## src/hw/rtl/ifsc_pkg.sv

```systemverilog
// Shared types and constants for the IMU frame sync / checksum block.
// No dependencies; imported by every other file of the block.
`timescale 1ns / 1ps

package ifsc_pkg;

  localparam int FRAME_BYTES_DEF = 64;
  localparam int TAG_OFFSET_DEF  = 29;
  localparam int RATE_OFFSET_DEF = 38;

  localparam int BYTE_W   = 8;
  localparam int STATUS_W = 2;
  localparam int RATE_W   = 32;
  localparam int CFG_IDX_W = 2;

  localparam logic [BYTE_W-1:0] HEADER_FIRST_RST  = 8'h55;
  localparam logic [BYTE_W-1:0] HEADER_SECOND_RST = 8'h41;
  localparam logic [BYTE_W-1:0] GYRO_TAG_RST      = 8'h43;

  typedef enum logic [CFG_IDX_W-1:0] {
    CFG_HEADER_FIRST  = 2'd0,
    CFG_HEADER_SECOND = 2'd1,
    CFG_GYRO_TAG      = 2'd2
  } cfg_idx_t;

  typedef enum logic [STATUS_W-1:0] {
    STATUS_RATE     = 2'd0,
    STATUS_NO_TAG   = 2'd1,
    STATUS_NO_FRAME = 2'd2
  } status_t;

  typedef struct packed {
    logic [BYTE_W-1:0] header_first;
    logic [BYTE_W-1:0] header_second;
    logic [BYTE_W-1:0] gyro_tag;
  } cfg_t;

  typedef struct packed {
    status_t           status;
    logic [RATE_W-1:0] rate_bits;
  } result_t;

endpackage

```

## src/hw/rtl/ifsc_if.sv

```systemverilog
// Valid/ready stream interfaces for the byte input and the result output.
// Depends on ifsc_pkg for field widths and the status type.
`timescale 1ns / 1ps

interface ifsc_in_if;
  import ifsc_pkg::*;
  logic              valid;
  logic              ready;
  logic [BYTE_W-1:0] rx_byte;
  logic              end_of_buffer;

  modport source (output valid, output rx_byte, output end_of_buffer, input ready);
  modport sink   (input valid, input rx_byte, input end_of_buffer, output ready);
endinterface

interface ifsc_out_if;
  import ifsc_pkg::*;
  logic              valid;
  logic              ready;
  status_t           status;
  logic [RATE_W-1:0] rate_bits;

  modport source (output valid, output status, output rate_bits, input ready);
  modport sink   (input valid, input status, input rate_bits, output ready);
endinterface

```

## src/hw/rtl/ifsc_cfg_regs.sv

```systemverilog
// Configuration registers: header bytes and gyro tag, written by index.
// Depends on ifsc_pkg.
`timescale 1ns / 1ps

module ifsc_cfg_regs
  import ifsc_pkg::*;
(
  input  logic                 clk,
  input  logic                 rst_n,
  input  logic                 cfg_we,
  input  logic [CFG_IDX_W-1:0] cfg_index,
  input  logic [BYTE_W-1:0]    cfg_wdata,
  output cfg_t                 cfg
);

  cfg_t cfg_r;
  cfg_t cfg_nxt;

  always_comb begin
    cfg_nxt = cfg_r;
    if (cfg_we) begin
      unique case (cfg_idx_t'(cfg_index))
        CFG_HEADER_FIRST:  cfg_nxt.header_first  = cfg_wdata;
        CFG_HEADER_SECOND: cfg_nxt.header_second = cfg_wdata;
        CFG_GYRO_TAG:      cfg_nxt.gyro_tag      = cfg_wdata;
        default:           cfg_nxt = cfg_r;
      endcase
    end
  end

  always_ff @(posedge clk) begin
    if (!rst_n) begin
      cfg_r.header_first  <= HEADER_FIRST_RST;
      cfg_r.header_second <= HEADER_SECOND_RST;
      cfg_r.gyro_tag      <= GYRO_TAG_RST;
    end else begin
      cfg_r <= cfg_nxt;
    end
  end

  assign cfg = cfg_r;

endmodule

```

## src/hw/rtl/ifsc_window.sv

```systemverilog
// Sliding window, running sum and per-buffer state; detects the first valid
// frame and the no-frame end of a buffer. Depends on ifsc_pkg.
`timescale 1ns / 1ps

module ifsc_window
  import ifsc_pkg::*;
#(
  parameter int FRAME_BYTES = FRAME_BYTES_DEF,
  parameter int TAG_OFFSET  = TAG_OFFSET_DEF,
  parameter int RATE_OFFSET = RATE_OFFSET_DEF
) (
  input  logic              clk,
  input  logic              rst_n,
  input  logic              accept,
  input  logic [BYTE_W-1:0] rx_byte,
  input  logic              end_of_buffer,
  input  cfg_t              cfg,
  output logic              res_valid,
  output result_t           res
);

  localparam int WIN_LEN = FRAME_BYTES + 1;
  localparam int SEEN_W  = $clog2(WIN_LEN + 1);
  localparam logic [SEEN_W-1:0] SEEN_FULL = SEEN_W'(WIN_LEN);

  logic [BYTE_W-1:0] win_r     [WIN_LEN];
  logic [BYTE_W-1:0] win_shift [WIN_LEN];
  logic [BYTE_W-1:0] sum_r, sum_nxt;
  logic [SEEN_W-1:0] seen_r, seen_nxt;
  logic              found_r, found_nxt;

  logic [BYTE_W-1:0] tag_byte;
  logic [BYTE_W-1:0] rate_byte [4];
  logic              hit;
  logic              found_any;

  // window after the incoming byte is shifted in; index 0 is the oldest
  always_comb begin
    for (int i = 0; i < WIN_LEN - 1; i++) begin
      win_shift[i] = win_r[i+1];
    end
    win_shift[WIN_LEN-1] = rx_byte;
  end

  // bytes past the end of the window read as zero
  generate
    if (TAG_OFFSET < WIN_LEN) begin : g_tag_in
      assign tag_byte = win_shift[TAG_OFFSET];
    end else begin : g_tag_out
      assign tag_byte = '0;
    end
    for (genvar k = 0; k < 4; k++) begin : g_rate
      if (RATE_OFFSET + k < WIN_LEN) begin : g_in
        assign rate_byte[k] = win_shift[RATE_OFFSET+k];
      end else begin : g_out
        assign rate_byte[k] = '0;
      end
    end
  endgenerate

  always_comb begin
    sum_nxt  = sum_r + win_r[WIN_LEN-1] - win_r[0];
    seen_nxt = (seen_r < SEEN_FULL) ? seen_r + SEEN_W'(1) : seen_r;
    hit = !found_r && (seen_nxt == SEEN_FULL) &&
          (win_shift[0] == cfg.header_first) &&
          (win_shift[1] == cfg.header_second) &&
          (rx_byte == sum_nxt);
    found_any = found_r || hit;
    found_nxt = end_of_buffer ? 1'b0 : found_any;
  end

  always_comb begin
    res_valid     = hit || (end_of_buffer && !found_any);
    res.status    = STATUS_NO_FRAME;
    res.rate_bits = '0;
    if (hit) begin
      if (tag_byte == cfg.gyro_tag) begin
        res.status    = STATUS_RATE;
        res.rate_bits = {rate_byte[0], rate_byte[1], rate_byte[2], rate_byte[3]};
      end else begin
        res.status = STATUS_NO_TAG;
      end
    end
  end

  always_ff @(posedge clk) begin
    if (!rst_n) begin
      for (int i = 0; i < WIN_LEN; i++) begin
        win_r[i] <= '0;
      end
      sum_r   <= '0;
      seen_r  <= '0;
      found_r <= 1'b0;
    end else if (accept) begin
      win_r   <= win_shift;
      sum_r   <= sum_nxt;
      seen_r  <= end_of_buffer ? '0 : seen_nxt;
      found_r <= found_nxt;
    end
  end

endmodule

```

## src/hw/rtl/ifsc_out_reg.sv

```systemverilog
// Output register for result words; input ready is taken from its state.
// Depends on ifsc_pkg.
`timescale 1ns / 1ps

module ifsc_out_reg
  import ifsc_pkg::*;
(
  input  logic              clk,
  input  logic              rst_n,
  input  logic              accept,
  input  logic              res_valid,
  input  result_t           res,
  output logic              in_ready,
  output logic              out_valid,
  input  logic              out_ready,
  output status_t           out_status,
  output logic [RATE_W-1:0] out_rate_bits
);

  logic    valid_r, valid_nxt;
  result_t res_r;

  assign in_ready = !valid_r || out_ready;

  always_comb begin
    valid_nxt = valid_r;
    if (accept) begin
      valid_nxt = res_valid;
    end else if (out_ready) begin
      valid_nxt = 1'b0;
    end
  end

  always_ff @(posedge clk) begin
    if (!rst_n) begin
      valid_r <= 1'b0;
    end else begin
      valid_r <= valid_nxt;
    end
  end

  always_ff @(posedge clk) begin
    if (accept && res_valid) begin
      res_r <= res;
    end
  end

  assign out_valid     = valid_r;
  assign out_status    = res_r.status;
  assign out_rate_bits = res_r.rate_bits;

endmodule

```

## src/hw/rtl/imu_frame_sync_checksum_top.sv

```systemverilog
// Top level of the IMU frame sync / checksum block.
// Depends on ifsc_pkg, ifsc_if, ifsc_cfg_regs, ifsc_window, ifsc_out_reg.
//
//   port    direction  word
//   in_ch   sink       rx_byte[7:0], end_of_buffer
//   out_ch  source     status[1:0], rate_bits[31:0]
//   cfg_*   write      cfg_index 0..2, cfg_wdata[7:0]
//
// One byte per cycle while in_ch.ready is high; a result word appears in the
// cycle after the byte that causes it, from a single output register.
// The window sum is updated incrementally, so each byte costs one add/subtract.
// in_ch.ready is low only while a result is held and out_ch.ready is low.
// Synchronous reset clears the window, sum and buffer state; no clearing pass.
`timescale 1ns / 1ps

module imu_frame_sync_checksum_top
  import ifsc_pkg::*;
#(
  parameter int FRAME_BYTES = FRAME_BYTES_DEF,
  parameter int TAG_OFFSET  = TAG_OFFSET_DEF,
  parameter int RATE_OFFSET = RATE_OFFSET_DEF
) (
  input  logic                 clk,
  input  logic                 rst_n,
  ifsc_in_if.sink              in_ch,
  ifsc_out_if.source           out_ch,
  input  logic                 cfg_we,
  input  logic [CFG_IDX_W-1:0] cfg_index,
  input  logic [BYTE_W-1:0]    cfg_wdata
);

  cfg_t    cfg;
  logic    accept;
  logic    in_ready;
  logic    res_valid;
  result_t res;

  assign accept      = in_ch.valid && in_ready;
  assign in_ch.ready = in_ready;

  ifsc_cfg_regs u_cfg (
    .clk       (clk),
    .rst_n     (rst_n),
    .cfg_we    (cfg_we),
    .cfg_index (cfg_index),
    .cfg_wdata (cfg_wdata),
    .cfg       (cfg)
  );

  ifsc_window #(
    .FRAME_BYTES (FRAME_BYTES),
    .TAG_OFFSET  (TAG_OFFSET),
    .RATE_OFFSET (RATE_OFFSET)
  ) u_window (
    .clk           (clk),
    .rst_n         (rst_n),
    .accept        (accept),
    .rx_byte       (in_ch.rx_byte),
    .end_of_buffer (in_ch.end_of_buffer),
    .cfg           (cfg),
    .res_valid     (res_valid),
    .res           (res)
  );

  ifsc_out_reg u_out (
    .clk           (clk),
    .rst_n         (rst_n),
    .accept        (accept),
    .res_valid     (res_valid),
    .res           (res),
    .in_ready      (in_ready),
    .out_valid     (out_ch.valid),
    .out_ready     (out_ch.ready),
    .out_status    (out_ch.status),
    .out_rate_bits (out_ch.rate_bits)
  );

endmodule
```

## src/flat_wrapper.sv

```systemverilog
// flat-port wrapper written by rule: the top's interface ports become plain ports
module imu_frame_sync_checksum_top_flat import ifsc_pkg::*;
#(
  parameter int FRAME_BYTES = FRAME_BYTES_DEF,
  parameter int TAG_OFFSET  = TAG_OFFSET_DEF,
  parameter int RATE_OFFSET = RATE_OFFSET_DEF
)
  (clk, rst_n, cfg_we, cfg_index, cfg_wdata, in_ch_valid, in_ch_rx_byte, in_ch_end_of_buffer, in_ch_ready, out_ch_valid, out_ch_status, out_ch_rate_bits, out_ch_ready);
  ifsc_in_if in_ch_i ();
  ifsc_out_if out_ch_i ();
  input  logic clk;
  input  logic rst_n;
  input  logic cfg_we;
  input  logic [CFG_IDX_W-1:0] cfg_index;
  input  logic [BYTE_W-1:0] cfg_wdata;
  input wire logic [$bits(in_ch_i.valid)-1:0] in_ch_valid;
  input wire logic [$bits(in_ch_i.rx_byte)-1:0] in_ch_rx_byte;
  input wire logic [$bits(in_ch_i.end_of_buffer)-1:0] in_ch_end_of_buffer;
  output wire logic [$bits(in_ch_i.ready)-1:0] in_ch_ready;
  output wire logic [$bits(out_ch_i.valid)-1:0] out_ch_valid;
  output wire logic [$bits(out_ch_i.status)-1:0] out_ch_status;
  output wire logic [$bits(out_ch_i.rate_bits)-1:0] out_ch_rate_bits;
  input wire logic [$bits(out_ch_i.ready)-1:0] out_ch_ready;
  assign in_ch_i.valid = in_ch_valid;
  assign in_ch_i.rx_byte = in_ch_rx_byte;
  assign in_ch_i.end_of_buffer = in_ch_end_of_buffer;
  assign in_ch_ready = in_ch_i.ready;
  assign out_ch_valid = out_ch_i.valid;
  assign out_ch_status = out_ch_i.status;
  assign out_ch_rate_bits = out_ch_i.rate_bits;
  assign out_ch_i.ready = out_ch_ready;
  imu_frame_sync_checksum_top #(.FRAME_BYTES(FRAME_BYTES), .TAG_OFFSET(TAG_OFFSET), .RATE_OFFSET(RATE_OFFSET)) u_core (.clk(clk), .rst_n(rst_n), .in_ch(in_ch_i), .out_ch(out_ch_i), .cfg_we(cfg_we), .cfg_index(cfg_index), .cfg_wdata(cfg_wdata));
endmodule
```

## config.mk

```make
export PLATFORM = sky130hd
export DESIGN_NAME = imu_frame_sync_checksum_top_flat
export DESIGN_NICKNAME = d
export VERILOG_FILES = /design/src/hw/rtl/ifsc_pkg.sv /design/src/hw/rtl/ifsc_if.sv /design/src/hw/rtl/ifsc_cfg_regs.sv /design/src/hw/rtl/ifsc_window.sv /design/src/hw/rtl/ifsc_out_reg.sv /design/src/hw/rtl/imu_frame_sync_checksum_top.sv /design/src/flat_wrapper.sv
export SDC_FILE = /design/constraint.sdc
export NUM_CORES = 1
export LEC_CHECK = 0
export ABC_AREA = 1
export BUFFER_PORTS_ARGS = -buffer_cell sky130_fd_sc_hd__buf_2
export CAP_MARGIN = 20
export CORE_AREA = 4 4 203 205
export CTS_BUF_LIST = sky130_fd_sc_hd__clkbuf_16
export CTS_CLUSTER_SIZE = 24
export DETAILED_ROUTE_END_ITERATION = 10
export DIE_AREA = 0 0 207 209
export PLACE_DENSITY_LB_ADDON = 0.3
export SLEW_MARGIN = 30
export SYNTH_ARGS = -nofsm -noshare
export SYNTH_HDL_FRONTEND = slang
export SYNTH_SLANG_ARGS = --single-unit
```

## constraint.sdc

```tcl
create_clock -name clk -period 7.5 [get_ports clk]
set_input_delay 1.5 -clock clk [delete_from_list [all_inputs] [get_ports clk]]
set_output_delay 1.5 -clock clk [all_outputs]
set_load 0.02 [all_outputs]
```

==> After elaboration in Yosys (flattened, before gate mapping) <==
Index checks and enable logic that the tools add are counted.
{ "totals": {"wordCells": 110, "out_inout_bits": 36, "regBits": 595} }
{ "op_classes": {"order_cmp": 1, "muxes": 6, "n_addsub": 3, "eq_ne": 7, "reduce_logical": 19} }
{ "op_table": {"columns": ["op", "count"], "rows": [
  ["$eq 8x8->1", 4],
  ["$mux 7", 2],
  ["$add 8x8->8", 1],
  ["$reduce_and 2->1", 4],
  ["$sub 8x8->8", 1],
  ["$add 7x1->7 const B", 1],
  ["$eq 7x7->1 const B", 1],
  ["$logic_and 1x1->1", 7],
  ["$lt 7x7->1 const B", 1],
  ["$mux 1", 4],
  ["$logic_not 1->1", 3],
  ["$logic_or 1x1->1", 3],
  ["$eq 2x1->1 const B", 1],
  ["$eq 2x2->1 const B", 1],
  ["$logic_not 2->1", 1],
  ["$reduce_bool 2->1", 1]
]} }

==> Depth between registers and ports, before layout <==
{ "depth": {"word_depth": 12, "depth_mapped": 19, "depth_no_buf": 19} }

==> Modules after synthesis <==
From an unflattened synthesis, not the netlist that was laid out.
{ "unflattened": {"cells_unflattened": 2821, "area_unflattened_um2": 21869.7} }
{ "modules_own_cells": {"columns": ["module", "area_per_inst_um2", "seq_area_each_um2", "instances", "cells_each"], "rows": [
  ["ifsc_window", 19805.2, 10730.3, 1, 2637],
  ["ifsc_out_reg", 1076.0, 1041.0, 1, 43],
  ["ifsc_cfg_regs", 980.9, 480.5, 1, 139],
  ["imu_frame_sync_checksum_top", 7.5, 0.0, 1, 2]
]} }

==> Least setup slack after synthesis <==
No wires, ideal clock.
{ "synth_timing": {"path_kind": "input to register", "from": "in out_ch_ready", "to": "reg u_core.u_out.res_r (netlist bit u_core.u_out.out_rate_bits[0]) (enable)", "required_ns": 7.108, "arrival_time_ns": 3.205, "setup_ns": 0.392, "stages": 7, "setup_slack_ns": 3.904, "cell_sequence": "inv_1 nand2_1 nand2_1 inv_2 clkbuf_1 nand4_1 nand2_1"} }
{ "synth_between": {"elab_chain_cells": 3} }
{ "synth_lines": {"columns": ["element", "line_no", "source"], "rows": [
  ["start, declared", "flat_wrapper.sv:23", "input wire logic [$bits(out_ch_i.ready)-1:0] out_ch_ready;"],
  ["$logic_or 1x1->1", "ifsc_out_reg.sv:23", "assign in_ready = !valid_r || out_ready;"],
  ["via in_ch_ready", "flat_wrapper.sv:19", "output wire logic [$bits(in_ch_i.ready)-1:0] in_ch_ready;"],
  ["$logic_and 1x1->1", "imu_frame_sync_checksum_top.sv:38", "assign accept = in_ch.valid && in_ready;"],
  ["$logic_and 1x1->1", "ifsc_out_reg.sv:43", "if (accept && res_valid) begin"],
  ["end signal, assigned", "ifsc_out_reg.sv:44", "res_r <= res;"],
  ["end, declared", "ifsc_out_reg.sv:21", "result_t res_r;"]
]} }
The timed path passes the listed nets, and every way through them passes these cells.
A chain may end at the register's enable or synchronous reset.

==> Final worst setup path <==
{ "layout_timing": {"from": "reg u_core.u_window.win_r[1] (netlist bit)", "to": "reg u_core.u_out.res_r (netlist bit u_core.u_out.out_rate_bits[24]), data pin"} }
{ "layout_between": {"elab_chain_cells": 5} }
{ "layout_lines": {"columns": ["element", "line_no", "source"], "rows": [
  ["start, declared", "ifsc_window.sv:26", "logic [BYTE_W-1:0] win_r [WIN_LEN];"],
  ["start signal, assigned", "ifsc_window.sv:95", "win_r <= win_shift;"],
  ["$add 8x8->8", "ifsc_window.sv:62", "sum_nxt = sum_r + win_r[WIN_LEN-1] - win_r[0];"],
  ["$sub 8x8->8", "ifsc_window.sv:62", null],
  ["via u_core.u_window.sum_nxt[1]", "ifsc_window.sv:28", "logic [BYTE_W-1:0] sum_r, sum_nxt;"],
  ["$eq 8x8->1", "ifsc_window.sv:67", "(rx_byte == sum_nxt);"],
  ["$logic_and 1x1->1", "ifsc_window.sv:66", "(win_shift[1] == cfg.header_second) &&"],
  ["$reduce_and 2->1 (no line)", null, null]
]} }
The timed path passes the listed nets, and every way through them passes these cells.

==> results.ini <==
[yosys]
yosys.area.top_type=dfxtp_1
ys.flop_type=dfxtp_1
synth_nets=2767
ys_seq_area_share_pct=56.9
yosysUniqueCellTypes=32
syn_area_per_cell_um2=7.90
synth_top_area_share_pct=52.2
synth.most_common_cell=nor2_1
ys_top_cells_by_count=934 x nor2_1, 561 x dfxtp_1, 542 x o21ai_0
async_flop_share_pct=0
synth_area_leaders=dfxtp_1 52%, nor2_1 16%, o21ai_0 13%
yosysWarnings=0
synthesis.area_mm2=0.0215
netlist_instances=2727
synth_edf_count=34
ys_ff_latch=595

[global_routing]
grt_remaining_overflow=0
track_usage_pct=18.3
grt_pass1_wl_um=69700
antenna_found_initial=0
grt_max_degree=290
grt_pass1_vias=14800

[place]
pre_cts_slack_ns=3.40
place_congestion=0.777
io_buffers=59
dpl.hpwl_um=23200
dp.cells=3138

[power]
irDropWorstVdd_mv=0.241
power.internal_mw=5.24
power_mw=7.02
power_switching_mw=1.78
clkPwrFrac_pct=39.2
power_density_mw_per_mm2=295
swShare_pct=25.4
pwr-share-seq_pct=50.2
combPwrFrac_pct=10.6
p_leak_nw=9.98

[clock_tree]
cts_buffers=58
cts_tree=built
insertion_delay_ns=0.61
clock_path_buffers=3
cts_num_sinks=595
post-cts-setup-buffer-count=0
cts_root_buffer=clkbuf_16
hold_buffers=0
cts_resized=0
cts-htree-levels=2
path_clk_slew_ns=0.06

[floorplanning]
die_h_um=209
start_util_pct=54.6
die_w_um=207
num_rows=73
core_mm2=0.0395
dieArea_mm2=0.0433
io_pins=60

[setup_path]
crit_arrival_ns=4.17
path_class=register to register
cp-end-kind=register
startpoint_type=register
required_ns=7.92
timing.critical_path.fanout_max=32

[min_path]
hp-class=register to register

[routing]
ant_nets=0
vias_per_cell=5.11
wirelength_um=40800
wire_per_inst_um=12.5
vias=16600
dr.pass1.iters=5
drtIter0Drc=1440
post-route-drc-count=0

[cells_and_area]
insertedDiodeCount=0
final_layout_size_suffix_gt1_share_pct=6.46
final_cells=3250
multi_input_area_mm2=0.00810
seq_area_mm2=0.0123
nNetsFinal=2715
fillers=3464
area_growth_pct=10.5

[timing]
fin_tns_setup_ns=0
fin_skew_ns=0.0245
post-route-worst-setup-slack_ns=3.75
hold_viol_final=0
worstMarginPinSlew_ns=0.936
rsz0062_at_grt=no
fin_crit_ns=3.75
final_max_slew_viol_count=0
hold_ws_ns=0.470
slew_headroom_pct=37.6
setup_viol=0
fmax_ghz=0.267
post-route-period-util_pct=49.9

[flow_run]
maxCapViolations=0

[run_status]
outcome=complete, no violations

[through the flow]
| stage | utilization (%) | instance area, um2 |
|---|---|---|
| final | 60.3 | 23800 |
| after global routing | 60.3 | 23800 |
| after CTS | 60.2 | 23700 |
| after detailed placement | 55.5 | 21900 |
| after global placement | 55.5 | 21900 |
| after floorplan | - | 21500 |
[sequential cells by signal, indices dropped and copies added, names as in the netlist]
signal / count
u_core.u_window.sum_r: 8
u_core.u_cfg.cfg: 24
u_core.u_out.out_valid: 1
u_core.u_window.win_r: 480
u_core.u_window.rate_byte: 32
u_core.u_out.out_rate_bits: 32
u_core.u_window.tag_byte: 8
u_core.u_out.out_status: 2
u_core.u_window.seen_r: 7
u_core.u_window.found_r: 1
[worst max-delay path, cell delays in order, from the launching register on]
cell     delay, ns
dfxtp_1       0.31
inv_1         0.10
fa_1          0.55
inv_1         0.07
fa_1          0.62
inv_1         0.06
nand2_1       0.06
nand2_1       0.06
nor2_1        0.12
nand2_1       0.07
nor2_1        0.13
nand3_1       0.14
nor2_1        0.10
nand3_1       0.11
nor2_4        0.16
nand4_4       0.52
nor2_1        0.37
[cells in the final DEF (no fill, tap or decap), types with 9 or more instances in the layout]
cell type	count
edfxtp_1	34
nor2_2	21
buf_2	58
clkbuf_16	61
nor2_1	934
a21oi_1	110
nand3_1	26
dfxtp_1	561
clkinv_1	23
ha_1	9
inv_1	139
o21ai_0	542
nand2_1	132
[cells by family (layout without fill, tap and decap cells)]
kind of cell	count (synthesis)	count (layout)	share of synthesized area, %
AOI/OAI and AO/OA	663	663	15.5
and+or+nand+nor	1130	1130	20.4
xor gates and xnor gates	11	11	0.447
DFF	595	595	56.9
adders and majority gates	16	16	1.17
buffers and inverters	312	310	5.55
[path summary, 6_finish.rpt]
check                                                 endpoint                     start  slack (ns)  cells past startpoint
worst max register to register  u_core.u_out.out_rate_bits[24]  u_core.u_window.win_r[1]        3.75                     16
worst max-delay path            u_core.u_out.out_rate_bits[24]  u_core.u_window.win_r[1]        3.75                     16
worst min register to register             u_core.u_cfg.cfg[7]       u_core.u_cfg.cfg[7]        0.47                      2
worst min-delay path                       u_core.u_cfg.cfg[7]       u_core.u_cfg.cfg[7]        0.47                      2
[final cells by class]
class	count	share of cell area, %
Clock buffer	61	6.41
Tap cell	525	2.76
Inverter	129	2.09
Clock inverter	49	1.28
Sequential cell	595	51.5
Timing Repair Buffer	71	1.97
Multi-Input combinational cell	1820	34.0
[power by group through the flow]
| stage | combinational [mW] | clock, mW | sequential [mW] |
|---|---|---|---|
| global placement | 0.708 | 0 | 3.58 |
| floorplan | 0.581 | 0 | 3.57 |
| CTS | 0.743 | 2.83 | 3.52 |
| global route | 0.866 | 2.97 | 3.54 |
| detailed placement | 0.738 | 0 | 3.59 |
| finish | 0.743 | 2.75 | 3.52 |
[layer usage]
metal	vias to the layer above	track usage [%]	wire length (um)
li1	8650	-	-
met1	7689	25.8	19700
met2	227	29.3	18900
met3	54	3.32	1510
met4	0	4.58	664
met5	-	0	0
No activity file was read; power rests on OpenSTA's default activity.
